`src/rtl/mbps_pkg.sv`:
```
// ----------------------------------------------------------------------------
// mbps_pkg
// Shared types, register codes and defaults for the masked byte pattern
// search core.
// ----------------------------------------------------------------------------
package mbps_pkg;

   localparam int PatternMaxDefault = 16;
   localparam int CaptureMaxDefault = 8;

   // pattern bytes held by the two pattern registers
   localparam int RegBytes      = 16;
   localparam int CsrIndexWidth = 3;
   localparam int LenWidth      = 5;
   localparam int OffsetWidth   = 4;
   localparam int CapLenWidth   = 4;

   localparam logic [CsrIndexWidth-1:0] CSR_REGION_BASE   = 3'd0;
   localparam logic [CsrIndexWidth-1:0] CSR_PATTERN_LOW   = 3'd1;
   localparam logic [CsrIndexWidth-1:0] CSR_PATTERN_HIGH  = 3'd2;
   localparam logic [CsrIndexWidth-1:0] CSR_WILDCARD_MASK = 3'd3;
   localparam logic [CsrIndexWidth-1:0] CSR_PATTERN_LEN   = 3'd4;
   localparam logic [CsrIndexWidth-1:0] CSR_CAPTURE_OFS   = 3'd5;
   localparam logic [CsrIndexWidth-1:0] CSR_CAPTURE_LEN   = 3'd6;

   typedef struct packed {
      logic [7:0] data_byte;
      logic       last_byte;
   } req_type;

   typedef struct packed {
      logic        found;
      logic [63:0] match_address;
      logic [63:0] captured_value;
   } rsp_type;

   typedef struct packed {
      logic [63:0]            region_base;
      logic [63:0]            pattern_low_bytes;
      logic [63:0]            pattern_high_bytes;
      logic [15:0]            wildcard_mask;
      logic [LenWidth-1:0]    pattern_len;
      logic [OffsetWidth-1:0] capture_offset;
      logic [CapLenWidth-1:0] capture_len;
   } cfg_type;

   typedef struct packed {
      logic        hit;
      logic [63:0] address;
      logic [63:0] capture;
   } match_type;

endpackage

```
`src/rtl/mbps_csr.sv`:
```
// ----------------------------------------------------------------------------
// mbps_csr
// Configuration register file. Writes to an unknown index are dropped.
// ----------------------------------------------------------------------------
module mbps_csr (
   input  logic                                clock,
   input  logic                                reset,
   input  logic                                csr_valid,
   output logic                                csr_ready,
   input  logic [mbps_pkg::CsrIndexWidth-1:0]  csr_index,
   input  logic [63:0]                         csr_data,
   output mbps_pkg::cfg_type                   cfg
);
   import mbps_pkg::*;

   cfg_type cfg_ff;
   cfg_type cfg_in;

   assign csr_ready = 1'b1;
   assign cfg       = cfg_ff;

   always_comb begin
      cfg_in = cfg_ff;
      if (csr_valid) begin
         unique case (csr_index)
            CSR_REGION_BASE:   cfg_in.region_base        = csr_data;
            CSR_PATTERN_LOW:   cfg_in.pattern_low_bytes  = csr_data;
            CSR_PATTERN_HIGH:  cfg_in.pattern_high_bytes = csr_data;
            CSR_WILDCARD_MASK: cfg_in.wildcard_mask      = csr_data[15:0];
            CSR_PATTERN_LEN:   cfg_in.pattern_len        = csr_data[LenWidth-1:0];
            CSR_CAPTURE_OFS:   cfg_in.capture_offset     = csr_data[OffsetWidth-1:0];
            CSR_CAPTURE_LEN:   cfg_in.capture_len        = csr_data[CapLenWidth-1:0];
            default: ;
         endcase
      end
   end

   always_ff @(posedge clock) begin
      if (reset) begin
         cfg_ff <= '0;
      end else begin
         cfg_ff <= cfg_in;
      end
   end

endmodule

```
`src/rtl/mbps_match.sv`:
```
// ----------------------------------------------------------------------------
// mbps_match
// Window shift, masked compare of all pattern positions in parallel, byte
// capture and match address.
// ----------------------------------------------------------------------------
module mbps_match #(
   parameter int PatternMax = mbps_pkg::PatternMaxDefault,
   parameter int CaptureMax = mbps_pkg::CaptureMaxDefault
) (
   input  mbps_pkg::cfg_type         cfg,
   input  logic [PatternMax-1:0][7:0] window,
   input  logic [63:0]               byte_count,
   input  logic [7:0]                data_byte,
   output logic [PatternMax-1:0][7:0] window_next,
   output logic [63:0]               byte_count_next,
   output mbps_pkg::match_type       result
);
   import mbps_pkg::*;

   localparam int IdxW = (PatternMax > 1) ? $clog2(PatternMax) : 1;

   logic [8*RegBytes-1:0] pattern;
   logic                  len_ok;
   logic                  enough;
   logic                  mismatch;
   logic [63:0]           capture;

   assign pattern = {cfg.pattern_high_bytes, cfg.pattern_low_bytes};

   always_comb begin
      for (int i = 0; i < PatternMax - 1; i++) begin
         window_next[i] = window[i+1];
      end
      window_next[PatternMax-1] = data_byte;
   end

   // count saturates at all ones
   assign byte_count_next = (&byte_count) ? byte_count : byte_count + 64'd1;

   assign len_ok = (cfg.pattern_len != '0) && (int'(cfg.pattern_len) <= PatternMax) &&
                   (int'(cfg.pattern_len) <= RegBytes);
   assign enough = byte_count_next >= {{(64-LenWidth){1'b0}}, cfg.pattern_len};

   // pattern position j sits at window slot PatternMax - len + j
   always_comb begin
      int idx;
      mismatch = 1'b0;
      for (int j = 0; j < RegBytes; j++) begin
         idx = PatternMax - int'(cfg.pattern_len) + j;
         if ((j < int'(cfg.pattern_len)) && !cfg.wildcard_mask[j] &&
             (window_next[idx[IdxW-1:0]] != pattern[8*j +: 8])) begin
            mismatch = 1'b1;
         end
      end
   end

   always_comb begin
      int idx;
      int pos;
      int clen;
      capture = '0;
      clen = (int'(cfg.capture_len) > CaptureMax) ? CaptureMax : int'(cfg.capture_len);
      for (int i = 0; i < CaptureMax; i++) begin
         pos = int'(cfg.capture_offset) + i;
         idx = PatternMax - int'(cfg.pattern_len) + pos;
         if ((i < clen) && (pos < int'(cfg.pattern_len))) begin
            capture[8*i +: 8] = window_next[idx[IdxW-1:0]];
         end
      end
   end

   assign result.hit     = len_ok && enough && !mismatch;
   assign result.address = cfg.region_base +
                           (byte_count_next - {{(64-LenWidth){1'b0}}, cfg.pattern_len});
   assign result.capture = capture;

endmodule

```
`src/rtl/masked_byte_pattern_search_core.sv`:
```
// Path: a transferred byte is held in the input register, and its result is then
// registered into the result register (rsp_valid) once that is empty or being drained.
// Throughput: one byte per cycle; the input register advances whenever the
// result register is empty or being drained.
// Reset: synchronous, clears configuration, region count, match flag and all
// valid flags.
// ----------------------------------------------------------------------------
// masked_byte_pattern_search_core
// Wildcard byte signature scan over a byte stream, one result per region.
// ----------------------------------------------------------------------------
module masked_byte_pattern_search_core #(
   parameter int PatternMax = mbps_pkg::PatternMaxDefault,
   parameter int CaptureMax = mbps_pkg::CaptureMaxDefault
) (
   input  logic                                clock,
   input  logic                                reset,
   input  logic                                req_valid,
   output logic                                req_ready,
   input  mbps_pkg::req_type                   req_data,
   output logic                                rsp_valid,
   input  logic                                rsp_ready,
   output mbps_pkg::rsp_type                   rsp_data,
   input  logic                                csr_valid,
   output logic                                csr_ready,
   input  logic [mbps_pkg::CsrIndexWidth-1:0]  csr_index,
   input  logic [63:0]                         csr_data
);
   import mbps_pkg::*;

   cfg_type                   cfg;
   match_type                 match;
   logic [PatternMax-1:0][7:0] window_ff;
   logic [PatternMax-1:0][7:0] window_in;
   logic [63:0]               count_ff;
   logic [63:0]               count_in;
   logic                      done_ff;
   logic                      s1_valid_ff;
   req_type                   s1_item_ff;
   logic                      rsp_valid_ff;
   rsp_type                   rsp_data_ff;
   logic                      advance;
   logic                      produce;

   mbps_csr u_csr (
      .clock     (clock),
      .reset     (reset),
      .csr_valid (csr_valid),
      .csr_ready (csr_ready),
      .csr_index (csr_index),
      .csr_data  (csr_data),
      .cfg       (cfg)
   );

   mbps_match #(
      .PatternMax (PatternMax),
      .CaptureMax (CaptureMax)
   ) u_match (
      .cfg             (cfg),
      .window          (window_ff),
      .byte_count      (count_ff),
      .data_byte       (s1_item_ff.data_byte),
      .window_next     (window_in),
      .byte_count_next (count_in),
      .result          (match)
   );

   assign advance   = s1_valid_ff && (!rsp_valid_ff || rsp_ready);
   assign req_ready = !s1_valid_ff || advance;
   // once matched, the rest of the region is dropped silently
   assign produce   = advance && !done_ff && (match.hit || s1_item_ff.last_byte);

   assign rsp_valid = rsp_valid_ff;
   assign rsp_data  = rsp_data_ff;

   always_ff @(posedge clock) begin
      if (reset) begin
         s1_valid_ff  <= 1'b0;
         rsp_valid_ff <= 1'b0;
         count_ff     <= '0;
         done_ff      <= 1'b0;
      end else begin
         if (req_ready) begin
            s1_valid_ff <= req_valid;
         end
         if (produce) begin
            rsp_valid_ff <= 1'b1;
         end else if (rsp_ready) begin
            rsp_valid_ff <= 1'b0;
         end
         if (advance) begin
            if (s1_item_ff.last_byte) begin
               count_ff <= '0;
               done_ff  <= 1'b0;
            end else if (!done_ff) begin
               count_ff <= count_in;
               if (match.hit) begin
                  done_ff <= 1'b1;
               end
            end
         end
      end
   end

   // window contents older than the count are never compared, so no reset
   always_ff @(posedge clock) begin
      if (req_valid && req_ready) begin
         s1_item_ff <= req_data;
      end
      if (advance && !done_ff) begin
         window_ff <= window_in;
      end
      if (produce) begin
         rsp_data_ff.found          <= match.hit;
         rsp_data_ff.match_address  <= match.hit ? match.address : 64'd0;
         rsp_data_ff.captured_value <= match.hit ? match.capture : 64'd0;
      end
   end

endmodule

```
`config.mk`:
```
export PLATFORM = sky130hd
export DESIGN_NAME = masked_byte_pattern_search_core
export DESIGN_NICKNAME = d
export VERILOG_FILES = /design/src/rtl/mbps_pkg.sv /design/src/rtl/mbps_csr.sv /design/src/rtl/mbps_match.sv /design/src/rtl/masked_byte_pattern_search_core.sv
export SDC_FILE = /design/constraint.sdc
export NUM_CORES = 2
export LEC_CHECK = 0
export ABC_CLOCK_PERIOD_IN_PS = 23400
export BUFFER_PORTS_ARGS = -buffer_cell sky130_fd_sc_hd__buf_2
export CORE_UTILIZATION = 63
export CTS_CLUSTER_SIZE = 24
export DETAILED_ROUTE_END_ITERATION = 16
export PLACE_DENSITY_LB_ADDON = 0.25
export SLEW_MARGIN = 10
export SYNTH_ARGS = -nofsm -noshare
export SYNTH_HDL_FRONTEND = slang
export SYNTH_HIERARCHICAL = 1
export SYNTH_SLANG_ARGS = --single-unit
export TNS_END_PERCENT = 50
```
`constraint.sdc`:
```
create_clock -name clock -period 23.4 [get_ports clock]
set_clock_uncertainty 0.1 [all_clocks]
set_input_delay 2.34 -clock clock [delete_from_list [all_inputs] [get_ports clock]]
set_output_delay 2.34 -clock clock [all_outputs]
set_load 0.005 [all_outputs]
```
Yosys cells after proc, flatten, opt, wreduce, memory -nomap -nowiden
Index checks and enable logic that the tools add are counted.
{"block": "totals", "reg_bits": 546, "input_bits": 81, "output_inout_bits": 132, "wordCells": 318}
{"block": "classes", "addsub": 34, "magnitude_cmp": 59, "eq_ne": 23, "muxes": 73, "reduce_logical": 91}
{"op": "$bmux 8 s4", "n": 24}
{"op": "$mux 64", "n": 3}
{"op": "$mux 8", "n": 24}
{"op": "$lt 4x32->1 const A", "n": 4}
{"op": "$ne 8x8->1", "n": 16}
{"op": "$lt 4x5->1 const B", "n": 24}
{"op": "$add 64x1->64 const B", "n": 1}
{"op": "$add 64x64->64", "n": 1}
{"op": "$ge 64x5->1", "n": 1}
{"op": "$lt 3x32->1 const A", "n": 2}
{"op": "$reduce_and 64->1", "n": 1}
{"op": "$sub 64x5->64", "n": 1}
{"op": "$logic_and 1x1->1", "n": 48}
{"op": "$lt 4x5->1 const A", "n": 8}
{"op": "$lt 5x5->1", "n": 7}
{"op": "$add 4x4->4", "n": 8}
{"op": "$add 4x4->4 const B", "n": 8}
{"op": "$lt 1x32->1 const A", "n": 1}
{"op": "$lt 2x32->1 const A", "n": 1}
{"op": "$reduce_and 2->1", "n": 16}
{"op": "$mux 1", "n": 21}
{"op": "$add 4x3->5 const B", "n": 4}
{"op": "$logic_not 1->1", "n": 20}
{"op": "$lt 3x5->1 const A", "n": 4}
{"op": "other kinds (20)", "n": 32}

Depth between registers and ports, before layout
{"block": "logic_depth", "word_depth": 26, "mapped_depth": 24, "depth_no_buf": 23}

Hierarchy
Netlist, hierarchy kept.
{"module": "mbps_match", "instances": 1, "cells_each": 2656, "area_each_um2": 22990.8, "seq_area_each_um2": 0.0}
{"module": "masked_byte_pattern_search_core", "instances": 1, "cells_each": 567, "area_each_um2": 10999.3, "seq_area_each_um2": 9328.9}
{"module": "mbps_csr", "instances": 1, "cells_each": 799, "area_each_um2": 8816.0, "seq_area_each_um2": 4424.2}

Worst setup path before layout
No wires, ideal clock.
{"block": "synth_path", "kind": "register to register", "from": "register u_csr.cfg_ff, in the netlist u_csr/cfg[8]", "to": "register rsp_data_ff, in the netlist rsp_data[0], enable pin", "setup_ns": 0.618, "t_arrival_ns": 10.467, "required_ns": 22.682, "setup_slack_ns": 12.214, "path_stages_with_launch": 25, "path_buffers": 10, "period_less_slack_ns": 11.186, "cell_sequence": "dfxtp_1 buf_6 buf_6 buf_2 buf_2 buf_2 inv_1 ha_1 buf_2 buf_2 buf_2 buf_1 mux4_2 nand2_1 o21ai_1 mux2i_1 xnor2_1 nor4_1 nand4_1 a2111oi_1 nand3_1 nor4_2 clkbuf_1 o21bai_1 nor2_1"}
{"element": "start: declaration", "line": "mbps_csr.sv:16", "text": "cfg_type cfg_ff;"}
{"element": "start signal: assignment", "line": "mbps_csr.sv:42", "text": "cfg_ff <= cfg_in;"}
{"element": "end: declaration", "line": "masked_byte_pattern_search_core.sv:40", "text": "rsp_type rsp_data_ff;"}

==> flow_summary.yaml <==
min_path:
  hold_path_class: "flop to flop"
clocking:
  cts.sinks: 546
  cts_buffers: 60
  clkSlewWorstSetupHoldPaths_ns: 0.06
  cts_tree: "yes"
  cts_resized: 0
  htreeDepth: 2
  cts_max_path_buffers: 3
  post_cts_buffers: 0
  worstSkewPairLatency_ns: 0.63
  root_buffer: "clkbuf_16"
  ctsHoldBuffers: 0
drt:
  routed_wl_um: 130000
  postRouteAntennaNets: 0
  drt_pass1_iterations: 7
  route.detailed.drc: 0
  vias: 32300
  wl_per_cell_um: 26.6
  viasPerCell: 6.61
  drtIter0Drc: 4066
floorplan:
  dieArea_sq_mm: 0.0685
  core_sq_mm: 0.0662
  initial_core_util: 0.642
  fp.dieH_um: 262
  die_x_um: 262
  io_pins: 213
  rows: 94
critical_path:
  cp_common_cell: "buf_4"
  cp_slowest_cell: "buf_4"
  worstSetupPathType: "flop to flop"
  critical_path.max_stage_delay_ns: 0.78
  arrival_ns: 8.40
  worstPathRequired_ns: 23.57
  critPathLaunchType: "flop"
  critPathBufInv: 5
  crit_family: "buffers and inverters"
  path_cells: "inv_1, ha_4, buf_4, buf_4, mux4_2, nand2_1, o21ai_0, mux2i_1, xnor2_1, nor4_1, a311oi_1, a2111oi_1, nand3_1, nor4_4, o21bai_1, nor2_4, buf_4, buf_4"
  cp-end-kind: "flop"
  cp_max_fo: 71
run:
  maxCapViolations: 0
yosys:
  syn-num-nets: 4269
  syn_area_sq_mm: 0.0425
  syn_avg_cell_area_sq_um: 10.6
  ys_warn_count: 6
  netlist_instances: 4006
timing:
  clock.fmax_mhz: 121
  maxSlewHeadroom: 0.126
  period_minus_slack_ns: 8.24
  final_max_slew_viol_count: 0
  fin_crit_sh: 0.352
  setup_tns_ns: 0
  hold_violations: 0
  grt_setup_unrepaired: "no"
  setup_violations: 0
  worstMarginPinSlew_ns: 1.31
global_routing:
  grt_pass1_vias: 30300
  grt_max_degree: 118
  gr-total-overflow: 0
  grt_pass1_wl_um: 192000
  antenna_found_initial: 7
  grt_usage: 0.376
cells_and_area:
  register_area_sq_mm: 0.0135
  multi_input_area_sq_mm: 0.0261
  design_area_sq_mm: 0.0452
  area.growth.synth_to_final_pct: 6.42
  drive_above_1_share: 0.183
  fillers: 5081
  num-nets-final: 4246
  finish.utilization: 0.683
power_and_ir_drop:
  leakage_nw: 18.9
  combPwrFrac: 0.236
  internal_power_mw: 1.90
  power-per-cell-area_mw_per_mm2: 59.7
  p_sw_mw: 0.801
  clkPwrFrac: 0.368
  p_sw_frac: 0.297
  peakVddDrop_mv: 0.0673
  seq_power_share: 0.397
outcome:
  status: "complete, no violations"
placed_design:
  port_buffers: 211
  placed_area_sq_mm: 0.0432
  dpl.hpwl_um: 98300
  routabilityCongestion: 1.05
-- through the flow --
stage / cells / power (mW) / setup WS, ns / hold slack [ns]
2_1_floorplan: 4006 / 1.54 / 12.21 / 0.343
3_3_place_gp: 4785 / 1.69 / 15.59 / 0.358
3_5_place_dp: 4785 / 1.70 / 15.41 / 0.361
4_1_cts: 4894 / 2.69 / 15.36 / 0.375
5_1_grt: 4894 / 2.78 / 14.70 / 0.389
6_report: 4896 / 2.70 / 15.16 / 0.372
-- path summary, 6_finish.rpt --
check,to,slack [ns],cells after the start,start
worst max-delay path,rsp_data[45],15.16,18,u_csr/cfg[9]
worst min-delay path,u_csr/cfg[187],0.37,2,u_csr/cfg[187]
worst max register to register,rsp_data[45],15.16,18,u_csr/cfg[9]
worst min register to register,u_csr/cfg[187],0.37,2,u_csr/cfg[187]
-- state kept, by name, summed over array words and instances, names as in the netlist --
signal,cells
rsp_valid,1
window_ff,120
s1_item_ff,9
count_ff,64
s1_valid_ff,1
u_csr/cfg,221
rsp_data,129
done_ff,1
-- worst reg2reg max path, stage by stage, from the launching register on --
cell       delay [ns]
dfxtp_1          0.54
inv_1            0.30
ha_4             0.68
buf_4            0.67
buf_4            0.60
mux4_2           0.45
nand2_1          0.10
o21ai_0          0.14
mux2i_1          0.39
xnor2_1          0.11
nor4_1           0.50
a311oi_1         0.20
a2111oi_1        0.41
nand3_1          0.17
nor4_4           0.34
o21bai_1         0.18
nor2_4           0.41
buf_4            0.61
buf_4            0.85
-- cells in the final DEF (no fill, tap or decap), types with 77 or more instances in the layout --
cell type  count
ha_1         171
inv_1        281
buf_2        210
edfxtp_1     258
o21ai_0       77
mux4_2       244
and2_1       163
nor2_1       101
dfxtp_1      287
xor2_1       114
mux2i_1      486
xnor2_1      164
mux2_2        89
nand2_1      171
a21oi_1      102
nand2b_1     302
-- power groups by stage --
stage | clock network [mW] | registers [mW] | logic (mW)
after detailed placement | 0 | 1.09 | 0.613
after global placement | 0 | 1.09 | 0.606
after CTS | 1.00 | 1.07 | 0.616
after global routing | 1.04 | 1.07 | 0.672
after floorplan | 0 | 1.07 | 0.464
final | 0.992 | 1.07 | 0.636
-- layer usage --
metal | vias to the layer above | wire (um) | track usage
met4 | 4 | 3860 | 0.102
met1 | 15800 | 54600 | 0.537
li1 | 14400 | - | -
met5 | - | 143 | 0.0139
met2 | 1827 | 55500 | 0.547
met3 | 273 | 16100 | 0.119
-- cell type report --
| cell class | count | share of cell area |
|---|---|---|
| Clock buffer | 90 | 0.0396 |
| Inverter | 283 | 0.0235 |
| Sequential cell | 546 | 0.299 |
| Tap cell | 864 | 0.0239 |
| Timing Repair Buffer | 263 | 0.0321 |
| Antenna cell | 2 | 0.000111 |
| Multi-Input combinational cell | 2829 | 0.576 |
| Clock inverter | 19 | 0.00592 |
Note: power is estimated with default switching activity, not from simulation.
